===== config.mk =====
export PLATFORM = sky130hd
export DESIGN_NAME = least_squares_line_fit_core
export DESIGN_NICKNAME = d
export VERILOG_FILES = /design/src/design/lsf_pkg.sv /design/src/design/lsf_accum.sv /design/src/design/lsf_mul.sv /design/src/design/lsf_div.sv /design/src/design/least_squares_line_fit_core.sv
export SDC_FILE = /design/constraint.sdc
export NUM_CORES = 2
export LEC_CHECK = 0
export BUFFER_PORTS_ARGS = -buffer_cell sky130_fd_sc_hd__buf_2
export CORE_MARGIN = 1.5
export CORE_UTILIZATION = 60
export CTS_BUF_LIST = sky130_fd_sc_hd__clkbuf_16
export CTS_CLUSTER_DIAMETER = 120
export DETAILED_ROUTE_END_ITERATION = 8
export HOLD_SLACK_MARGIN = 0.08
export MAX_ROUTING_LAYER = met4
export PLACE_DENSITY_LB_ADDON = 0.3
export SLEW_MARGIN = 10
export SYNTH_ARGS = -nofsm -noshare
export SYNTH_HDL_FRONTEND = slang
export SYNTH_SLANG_ARGS = --single-unit

===== constraint.sdc =====
create_clock -name clk -period 12 [get_ports clk]
set_input_delay 2.4 -clock clk [delete_from_list [all_inputs] [get_ports clk]]
set_output_delay 2.4 -clock clk [all_outputs]
set_load 0.005 [all_outputs]

===== src/design/lsf_pkg.sv =====
// Shared constants for the least-squares line fit block.
`default_nettype none
package lsf_pkg;

  localparam int COORD_W = 16;  // width of one point coordinate
  localparam int FRAC_W  = 16;  // fraction bits of the Q16.16 results
  localparam int RES_W   = 32;  // width of slope and intercept
  localparam int USED_W  = 9;   // width of the reported point count

  localparam logic signed [RES_W-1:0] RES_MAX = {1'b0, {(RES_W-1){1'b1}}};
  localparam logic signed [RES_W-1:0] RES_MIN = {1'b1, {(RES_W-1){1'b0}}};

endpackage
`default_nettype wire


===== src/design/lsf_accum.sv =====
// Point accumulator: count, sum x, sum y, sum x*x and sum x*y, with drop flag.
`default_nettype none
module lsf_accum #(
  parameter int MAX_POINTS = 256,
  parameter int CW         = 9,
  parameter int SXW        = 25,
  parameter int SXXW       = 41
) (
  input  wire logic                                clk,
  input  wire logic                                rst_n,
  input  wire logic                                step,
  input  wire logic                                clear,
  input  wire logic signed [lsf_pkg::COORD_W-1:0]  x,
  input  wire logic signed [lsf_pkg::COORD_W-1:0]  y,
  output logic             [CW-1:0]                cnt,
  output logic signed      [SXW-1:0]               sx,
  output logic signed      [SXW-1:0]               sy,
  output logic signed      [SXXW-1:0]              sxx,
  output logic signed      [SXXW-1:0]              sxy,
  output logic                                     dropped
);

  logic             [CW-1:0]                  cnt_r;
  logic signed      [SXW-1:0]                 sx_r;
  logic signed      [SXW-1:0]                 sy_r;
  logic signed      [SXXW-1:0]                sxx_r;
  logic signed      [SXXW-1:0]                sxy_r;
  logic                                       drop_r;
  logic signed      [2*lsf_pkg::COORD_W-1:0]  xx;
  logic signed      [2*lsf_pkg::COORD_W-1:0]  xy;
  logic                                       has_room;

  assign xx       = x * x;
  assign xy       = x * y;
  assign has_room = cnt_r < CW'(MAX_POINTS);

  always_ff @(posedge clk) begin
    if (!rst_n || clear) begin
      cnt_r  <= '0;
      sx_r   <= '0;
      sy_r   <= '0;
      sxx_r  <= '0;
      sxy_r  <= '0;
      drop_r <= 1'b0;
    end else if (step) begin
      if (has_room) begin
        cnt_r <= cnt_r + 1'b1;
        sx_r  <= sx_r + SXW'(x);
        sy_r  <= sy_r + SXW'(y);
        sxx_r <= sxx_r + SXXW'(xx);
        sxy_r <= sxy_r + SXXW'(xy);
      end else begin
        drop_r <= 1'b1;
      end
    end
  end

  assign cnt     = cnt_r;
  assign sx      = sx_r;
  assign sy      = sy_r;
  assign sxx     = sxx_r;
  assign sxy     = sxy_r;
  assign dropped = drop_r;

endmodule
`default_nettype wire


===== src/design/lsf_mul.sv =====
// Bit-serial signed shift-add multiplier, one multiplier bit per cycle.
`default_nettype none
module lsf_mul #(
  parameter int AW = 41,
  parameter int BW = 25
) (
  input  wire logic                    clk,
  input  wire logic                    rst_n,
  input  wire logic                    start,
  input  wire logic signed [AW-1:0]    a,
  input  wire logic signed [BW-1:0]    b,
  output logic                         done,
  output logic signed      [AW+BW-1:0] product
);

  localparam int PW  = AW + BW;
  localparam int CTW = $clog2(BW + 1);

  logic             [CTW-1:0] cnt_r;
  logic                       fin_r;
  logic                       done_r;
  logic                       neg_r;
  logic             [AW-1:0]  ma_r;
  logic             [PW-1:0]  acc_r;
  logic signed      [PW-1:0]  res_r;
  logic             [AW-1:0]  a_mag;
  logic             [BW-1:0]  b_mag;
  logic             [AW:0]    part;

  assign a_mag = a[AW-1] ? AW'(-a) : AW'(a);
  assign b_mag = b[BW-1] ? BW'(-b) : BW'(b);

  // upper half plus multiplicand when the current multiplier bit is set
  assign part = {1'b0, acc_r[PW-1:BW]} + (acc_r[0] ? {1'b0, ma_r} : '0);

  always_ff @(posedge clk) begin
    if (!rst_n) begin
      cnt_r  <= '0;
      fin_r  <= 1'b0;
      done_r <= 1'b0;
    end else begin
      done_r <= fin_r;
      fin_r  <= (cnt_r == CTW'(1));
      if (start) begin
        cnt_r <= CTW'(BW);
      end else if (cnt_r != '0) begin
        cnt_r <= cnt_r - 1'b1;
      end
    end
  end

  always_ff @(posedge clk) begin
    if (start) begin
      ma_r  <= a_mag;
      neg_r <= a[AW-1] ^ b[BW-1];
      acc_r <= {{AW{1'b0}}, b_mag};
    end else if (cnt_r != '0) begin
      acc_r <= {part, acc_r[BW-1:1]};
    end
    if (fin_r) begin
      res_r <= neg_r ? -$signed(acc_r) : $signed(acc_r);
    end
  end

  assign done    = done_r;
  assign product = res_r;

endmodule
`default_nettype wire


===== src/design/lsf_div.sv =====
// Bit-serial restoring divider, one quotient bit per cycle, unsigned operands.
`default_nettype none
module lsf_div #(
  parameter int DVW = 83,
  parameter int DSW = 67
) (
  input  wire logic             clk,
  input  wire logic             rst_n,
  input  wire logic             start,
  input  wire logic [DVW-1:0]   dividend,
  input  wire logic [DSW-1:0]   divisor,
  output logic                  done,
  output logic      [DVW-1:0]   quotient
);

  localparam int CTW = $clog2(DVW + 1);

  logic [CTW-1:0] cnt_r;
  logic           done_r;
  logic [DSW-1:0] den_r;
  logic [DSW-1:0] rem_r;
  logic [DVW-1:0] qd_r;
  logic [DSW:0]   trial;
  logic           fits;
  logic [DSW:0]   diff;

  // dividend bits shift out of qd_r at the top while quotient bits enter at the bottom
  assign trial = {rem_r, qd_r[DVW-1]};
  assign fits  = trial >= {1'b0, den_r};
  assign diff  = trial - {1'b0, den_r};

  always_ff @(posedge clk) begin
    if (!rst_n) begin
      cnt_r  <= '0;
      done_r <= 1'b0;
    end else begin
      done_r <= (cnt_r == CTW'(1));
      if (start) begin
        cnt_r <= CTW'(DVW);
      end else if (cnt_r != '0) begin
        cnt_r <= cnt_r - 1'b1;
      end
    end
  end

  always_ff @(posedge clk) begin
    if (start) begin
      den_r <= divisor;
      rem_r <= '0;
      qd_r  <= dividend;
    end else if (cnt_r != '0) begin
      rem_r <= fits ? diff[DSW-1:0] : trial[DSW-1:0];
      qd_r  <= {qd_r[DVW-2:0], fits};
    end
  end

  assign done     = done_r;
  assign quotient = qd_r;

endmodule
`default_nettype wire


===== src/design/least_squares_line_fit_core.sv =====
// Top level of the streaming least-squares line fit.
`default_nettype none
// Points (x, y) are taken one per cycle while in_stall is low and folded into the
// count and the sums Sx, Sy, Sxx and Sxy. A transaction with last_point set starts
// the fit; from then on in_stall stays high until the result is placed in the output
// register, also while that register still holds an unaccepted result. The fit runs
// on one shared bit-serial multiplier (five products) and one shared bit-serial
// restoring divider (two quotients; the slope quotient is skipped when the
// denominator is zero), with BW = 16+CW, DVW = 65+2*CW and CW = clog2(MAX_POINTS+1).
// Slope and intercept are Q16.16, truncated toward zero and saturated; the
// intercept uses the slope as reported. A zero denominator reports slope 0,
// intercept mean y and sets degenerate. Points past MAX_POINTS are dropped and
// set overflowed. The output register lets a new set start while the previous
// result waits.
module least_squares_line_fit_core #(
  parameter int MAX_POINTS = 256
) (
  input  wire logic                                clk,
  input  wire logic                                rst_n,
  input  wire logic                                in_valid,
  output logic                                     in_stall,
  input  wire logic signed [lsf_pkg::COORD_W-1:0]  in_x_value,
  input  wire logic signed [lsf_pkg::COORD_W-1:0]  in_y_value,
  input  wire logic                                in_last_point,
  output logic                                     out_valid,
  input  wire logic                                out_stall,
  output logic signed      [lsf_pkg::RES_W-1:0]    out_slope_out,
  output logic signed      [lsf_pkg::RES_W-1:0]    out_intercept_out,
  output logic             [lsf_pkg::USED_W-1:0]   out_points_used,
  output logic                                     out_degenerate,
  output logic                                     out_overflowed
);

  localparam int CW   = $clog2(MAX_POINTS + 1);
  localparam int SXW  = lsf_pkg::COORD_W + CW;
  localparam int SXXW = 2 * lsf_pkg::COORD_W + CW;
  localparam int AW   = SXXW;
  localparam int BW   = SXW;
  localparam int PW   = AW + BW;
  localparam int NUMW = PW + 1;
  localparam int DVW  = NUMW + lsf_pkg::FRAC_W;
  localparam int DSW  = NUMW;
  localparam int RW   = lsf_pkg::RES_W;

  localparam logic [DVW-1:0] Q_LIM = {{(DVW-RW){1'b0}}, 1'b1, {(RW-1){1'b0}}};

  typedef enum logic [10:0] {
    S_IDLE   = 11'b000_0000_0001,
    S_MSTART = 11'b000_0000_0010,
    S_MWAIT  = 11'b000_0000_0100,
    S_SDIV   = 11'b000_0000_1000,
    S_SWAIT  = 11'b000_0001_0000,
    S_IMUL   = 11'b000_0010_0000,
    S_IMWAIT = 11'b000_0100_0000,
    S_IDIV   = 11'b000_1000_0000,
    S_IWAIT  = 11'b001_0000_0000,
    S_DONE   = 11'b010_0000_0000,
    S_SPARE  = 11'b100_0000_0000
  } fit_state_t;

  // magnitude quotient to signed Q16.16 with saturation
  function automatic logic signed [RW-1:0] sat_q(input logic neg, input logic [DVW-1:0] q);
    logic signed [RW-1:0] res;
    if (neg) begin
      res = (q > Q_LIM) ? lsf_pkg::RES_MIN : -$signed(q[RW-1:0]);
    end else begin
      res = (q >= Q_LIM) ? lsf_pkg::RES_MAX : $signed(q[RW-1:0]);
    end
    return res;
  endfunction

  fit_state_t               state_r;
  fit_state_t               state_nxt;
  logic        [1:0]        prod_idx_r;
  logic        [1:0]        prod_idx_nxt;
  logic signed [PW-1:0]     tmp_r;
  logic signed [NUMW-1:0]   num_r;
  logic signed [NUMW-1:0]   den_r;
  logic signed [NUMW-1:0]   t_r;
  logic signed [RW-1:0]     slope_r;
  logic signed [RW-1:0]     icpt_r;
  logic                     degen_r;
  logic                     out_valid_r;
  logic signed [RW-1:0]     out_slope_r;
  logic signed [RW-1:0]     out_icpt_r;
  logic [lsf_pkg::USED_W-1:0] out_used_r;
  logic                     out_degen_r;
  logic                     out_ovf_r;

  logic                     in_acc;
  logic                     out_load;
  logic [CW-1:0]            acc_cnt;
  logic signed [SXW-1:0]    acc_sx;
  logic signed [SXW-1:0]    acc_sy;
  logic signed [SXXW-1:0]   acc_sxx;
  logic signed [SXXW-1:0]   acc_sxy;
  logic                     acc_dropped;
  logic                     mul_start;
  logic signed [AW-1:0]     mul_a;
  logic signed [BW-1:0]     mul_b;
  logic                     mul_done;
  logic signed [PW-1:0]     mul_p;
  logic                     div_start;
  logic [DVW-1:0]           div_dvd;
  logic [DSW-1:0]           div_dsr;
  logic                     div_done;
  logic [DVW-1:0]           div_q;
  logic signed [BW-1:0]     n_b;
  logic                     den_le0;
  logic [NUMW-1:0]          num_mag;
  logic [NUMW-1:0]          t_mag;
  logic [CW+lsf_pkg::USED_W-1:0] cnt_ext;

  assign in_stall = (state_r != S_IDLE);
  assign in_acc   = in_valid && !in_stall;
  assign out_load = (state_r == S_DONE) && (!out_valid_r || !out_stall);

  lsf_accum #(
    .MAX_POINTS (MAX_POINTS),
    .CW         (CW),
    .SXW        (SXW),
    .SXXW       (SXXW)
  ) u_accum (
    .clk     (clk),
    .rst_n   (rst_n),
    .step    (in_acc),
    .clear   (out_load),
    .x       (in_x_value),
    .y       (in_y_value),
    .cnt     (acc_cnt),
    .sx      (acc_sx),
    .sy      (acc_sy),
    .sxx     (acc_sxx),
    .sxy     (acc_sxy),
    .dropped (acc_dropped)
  );

  assign n_b     = $signed({{(BW-CW){1'b0}}, acc_cnt});
  assign den_le0 = den_r[NUMW-1] || (den_r == '0);
  assign num_mag = num_r[NUMW-1] ? NUMW'(-num_r) : NUMW'(num_r);
  assign t_mag   = t_r[NUMW-1] ? NUMW'(-t_r) : NUMW'(t_r);
  assign cnt_ext = {{lsf_pkg::USED_W{1'b0}}, acc_cnt};

  // operand selection for the shared multiplier
  always_comb begin
    mul_start = (state_r == S_MSTART) || (state_r == S_IMUL);
    if (state_r == S_IMUL) begin
      mul_a = AW'(slope_r);
      mul_b = acc_sx;
    end else begin
      unique case (prod_idx_r)
        2'd0: begin
          mul_a = acc_sxy;
          mul_b = n_b;
        end
        2'd1: begin
          mul_a = AW'(acc_sx);
          mul_b = acc_sy;
        end
        2'd2: begin
          mul_a = acc_sxx;
          mul_b = n_b;
        end
        default: begin
          mul_a = AW'(acc_sx);
          mul_b = acc_sx;
        end
      endcase
    end
  end

  lsf_mul #(
    .AW (AW),
    .BW (BW)
  ) u_mul (
    .clk     (clk),
    .rst_n   (rst_n),
    .start   (mul_start),
    .a       (mul_a),
    .b       (mul_b),
    .done    (mul_done),
    .product (mul_p)
  );

  // slope: |num| * 2^16 / den; intercept: |Sy*2^16 - slope*Sx| / n
  always_comb begin
    div_start = ((state_r == S_SDIV) && !den_le0) || (state_r == S_IDIV);
    if (state_r == S_SDIV) begin
      div_dvd = {num_mag, {lsf_pkg::FRAC_W{1'b0}}};
      div_dsr = DSW'(den_r);
    end else begin
      div_dvd = DVW'(t_mag);
      div_dsr = {{(DSW-CW){1'b0}}, acc_cnt};
    end
  end

  lsf_div #(
    .DVW (DVW),
    .DSW (DSW)
  ) u_div (
    .clk      (clk),
    .rst_n    (rst_n),
    .start    (div_start),
    .dividend (div_dvd),
    .divisor  (div_dsr),
    .done     (div_done),
    .quotient (div_q)
  );

  always_comb begin
    state_nxt    = state_r;
    prod_idx_nxt = prod_idx_r;
    unique case (state_r)
      S_IDLE: begin
        if (in_acc && in_last_point) begin
          state_nxt    = S_MSTART;
          prod_idx_nxt = 2'd0;
        end
      end
      S_MSTART: state_nxt = S_MWAIT;
      S_MWAIT: begin
        if (mul_done) begin
          if (prod_idx_r == 2'd3) begin
            state_nxt = S_SDIV;
          end else begin
            state_nxt    = S_MSTART;
            prod_idx_nxt = prod_idx_r + 2'd1;
          end
        end
      end
      S_SDIV: state_nxt = den_le0 ? S_IMUL : S_SWAIT;
      S_SWAIT: begin
        if (div_done) begin
          state_nxt = S_IMUL;
        end
      end
      S_IMUL: state_nxt = S_IMWAIT;
      S_IMWAIT: begin
        if (mul_done) begin
          state_nxt = S_IDIV;
        end
      end
      S_IDIV: state_nxt = S_IWAIT;
      S_IWAIT: begin
        if (div_done) begin
          state_nxt = S_DONE;
        end
      end
      S_DONE: begin
        if (out_load) begin
          state_nxt = S_IDLE;
        end
      end
      default: state_nxt = S_IDLE;
    endcase
  end

  always_ff @(posedge clk) begin
    if (!rst_n) begin
      state_r     <= S_IDLE;
      prod_idx_r  <= 2'd0;
      out_valid_r <= 1'b0;
    end else begin
      state_r    <= state_nxt;
      prod_idx_r <= prod_idx_nxt;
      if (out_load) begin
        out_valid_r <= 1'b1;
      end else if (!out_stall) begin
        out_valid_r <= 1'b0;
      end
    end
  end

  always_ff @(posedge clk) begin
    if ((state_r == S_MWAIT) && mul_done) begin
      unique case (prod_idx_r)
        2'd0: tmp_r <= mul_p;
        2'd1: num_r <= NUMW'(tmp_r) - NUMW'(mul_p);
        2'd2: tmp_r <= mul_p;
        default: den_r <= NUMW'(tmp_r) - NUMW'(mul_p);
      endcase
    end
    if (state_r == S_SDIV) begin
      degen_r <= den_le0;
      if (den_le0) begin
        slope_r <= '0;
      end
    end
    if ((state_r == S_SWAIT) && div_done) begin
      slope_r <= sat_q(num_r[NUMW-1], div_q);
    end
    if ((state_r == S_IMWAIT) && mul_done) begin
      t_r <= (NUMW'(acc_sy) <<< lsf_pkg::FRAC_W) - NUMW'(mul_p);
    end
    if ((state_r == S_IWAIT) && div_done) begin
      icpt_r <= sat_q(t_r[NUMW-1], div_q);
    end
    if (out_load) begin
      out_slope_r <= slope_r;
      out_icpt_r  <= icpt_r;
      out_used_r  <= cnt_ext[lsf_pkg::USED_W-1:0];
      out_degen_r <= degen_r;
      out_ovf_r   <= acc_dropped;
    end
  end

  assign out_valid         = out_valid_r;
  assign out_slope_out     = out_slope_r;
  assign out_intercept_out = out_icpt_r;
  assign out_points_used   = out_used_r;
  assign out_degenerate    = out_degen_r;
  assign out_overflowed    = out_ovf_r;

endmodule
`default_nettype wire


==> out/results.ini <==
[cts]
ctsHoldBuffers = 0
cts_buffer_depth = 3
h-tree-depth = 3
insertion_delay_ns = 0.78
root_buffer = clkbuf_16
cts_tree = yes
cts_sinks = 968
clkTransAtPathRegs_ns = 0.06
postCtsResizedCells = 0
postCtsSetupRepairBufs = 0
numCtsBuffers = 108

[sta]
fmax_mhz = 102
slew_violations = 0
worst_pin_slew_ns = 1.21
setup_viol = 0
setup_tns_ns = 0
fin_crit_ns = 9.80
fin_skew_ns = 0.0626
fin_ws_ns = 2.20
rsz0062_at_grt = false
relSlewSlack = 0.169
fin_crit_sh = 0.817
hold_violations = 0

[worst_setup_path]
endpoint = u_accum.sxy[37]
crit_path_start_kind = primary input
worst-setup-path-type = primary input to flop
reg2reg_to = u_accum.sxy[37]
cp_max_fo = 21
end_kind = flop
r2r_start = u_accum.sxy[8]
cp.required_ns = 12.61
reg2reg_slack_ns = 5.02
r2r_cells = 19
cp.arrival_ns = 10.41
cp-startpoint = in_y_value[15]

[synth]
synth_edf_count = 690
synth_top_area_frac = 0.253
ys_ff_latch = 968
syn_avg_cell_area_um2 = 9.26
synthMostInstantiatedCell = inv_1
syn_area_um2 = 82100
synth-main-ff-cell = edfxtp_1
synth_common_cells = inv_1, nand2_1, edfxtp_1, a21oi_1, fa_1
synth-seq-area-share = 0.320
synth_top_area_cell = edfxtp_1
synth_nets = 10078
synthCells = 8860
yosysWarnings = 0
ys_top_cells_by_area = edfxtp_1, fa_1, ha_1, dfxtp_1, inv_1
synth.distinct_cells = 89
synth_async_sr_flop_share = 0

[floorplan]
num_io_pins = 114
die_width_um = 373
die_area_um2 = 139000
rows = 135
core_um2 = 136000
die_h_um = 373
initial_core_util = 0.605

[routing]
drt_wl_total_mm = 247
drtIter0Drc = 6559
first_pass_iters = 6
vias = 65988
wl_per_cell_um = 23.2
avgViaCountPerCell = 6.19
drc = 0
ant_nets = 0

[place]
numPortBuffers = 113
place_area_um2 = 84100
dpl.hpwl_mm = 191
place_congestion = 1.03
place_ws_ns = 1.61

[grt]
track_usage = 0.364
gr-total-overflow = 0
grt_pass1_wl_mm = 379
grt_max_degree = 105
first_global_vias = 65676
antenna_found_initial = 7

[final_layout]
final_util = 0.649
area_growth_syn_to_layout_pct = 7.29
drive_gt1_frac = 0.0543
final_area_um2 = 88000
nFillCells = 11026
fin_nets = 9999

[status]
status = complete, no violations

[min_path]
hp-class = flop to flop

[flow_run]
maxCapViolations = 0

[through the flow]
step | hold slack (ns) | std cells
6_report | 0.416 | 10663
5_1_grt | 0.434 | 10660
4_1_cts | 0.416 | 10658
3_5_place_dp | 0.405 | 10452
3_3_place_gp | 0.404 | 10452
2_1_floorplan | 0.400 | 8860
[logic make-up after synthesis]
| kind of cell | after synthesis | synth area share |
|---|---|---|
| adders and majority gates | 1181 | 0.239 |
| xor gates and xnor gates | 595 | 0.0635 |
| buffers and inverters | 1448 | 0.0664 |
| muxes | 34 | 0.00416 |
| DFF | 968 | 0.320 |
| AOI/OAI and AO/OA | 2048 | 0.154 |
| and+or+nand+nor | 2586 | 0.153 |
[worst min-delay path by stage]
stage,start,endpoint,slack (ns),cells after the start
after floorplan,degen_r,out_degenerate,0.40,0
after global placement,degen_r,out_degenerate,0.40,0
after detailed placement,degen_r,out_degenerate,0.40,0
after CTS,degen_r,out_degenerate,0.42,0
after global routing,icpt_r[14],out_intercept_out[14],0.43,0
final,degen_r,out_degenerate,0.42,0
[worst max-delay path, cell delays in order]
cell and delay, ns:
buf_2 0.20, inv_1 0.61, nor2_1 0.17, fa_1 0.55, fa_1 0.53, fa_1 0.53
fa_1 0.53, fa_1 0.54, inv_1 0.06, fa_1 0.53, inv_1 0.04, ha_1 0.40
a21o_1 0.22, a21oi_1 0.18, o311a_1 0.17, o21ai_0 0.09, a311oi_1 0.72, o21ai_0 0.58
a311oi_1 0.70, inv_1 0.10, a21oi_1 0.23, mux2i_1 0.21, a21oi_1 0.08
[flip-flops by register name (all words and copies together) (netlist names), 2 cells and up]
name,cells
slope_r,32
u_mul.acc_r,66
prod_idx_r,2
tmp_r,66
u_div.rem_r,67
den_r,67
u_div.quotient,83
u_accum.cnt,9
icpt_r,32
u_div.den_r,67
state_r,10
t_r,67
out_points_used,9
out_slope_out,32
u_accum.sxy,41
u_mul.product,66
num_r,67
u_div.cnt_r,7
out_intercept_out,32
u_accum.sx,25
u_accum.sxx,41
u_mul.cnt_r,5
u_accum.sy,25
u_mul.ma_r,41
[layout by cell type (no fill, tap or decap), drive strengths merged, types with 55 or more instances in the layout]
cell type / count
and2: 303
edfxtp: 690
nand2: 956
inv: 1092
nand4: 86
o31ai: 86
o21a: 55
nand2b: 68
nor4: 65
or3: 55
a21o: 202
fa: 643
xor2: 209
nor3: 109
buf: 186
nor2b: 58
and3: 76
dfxtp: 278
o21ai: 516
nor2: 476
clkbuf: 110
ha: 538
a21oi: 671
xnor2: 386
nand3: 162
a211oi: 68
[routing by layer]
layer | global-route usage | vias up | wire [um] | part of all wire
li1 | - | 30205 | - | -
met2 | 0.597 | 2849 | 118000 | 0.48
met4 | 0.205 | 0 | 16600 | 0.067
met1 | 0.433 | 32203 | 93300 | 0.38
met3 | 0.0513 | 731 | 19100 | 0.077
met5 | - | - | 0 | 0
[area by class of cell]
type	count	area (um^2)	share of cell area
multi-input combinational	6444	50500	0.573
sequential	968	26300	0.299
inverter	1073	4030	0.0458
clock buffer	110	2750	0.0313
tap	1781	2230	0.0253
clock inverter	96	1150	0.0130
timing repair buffer	186	1110	0.0126
antenna	5	12.5	0.000142
Power is left out: the tool's default activity adds up to more than one toggle a clock period on the data nets, which glitch-free logic cannot reach.
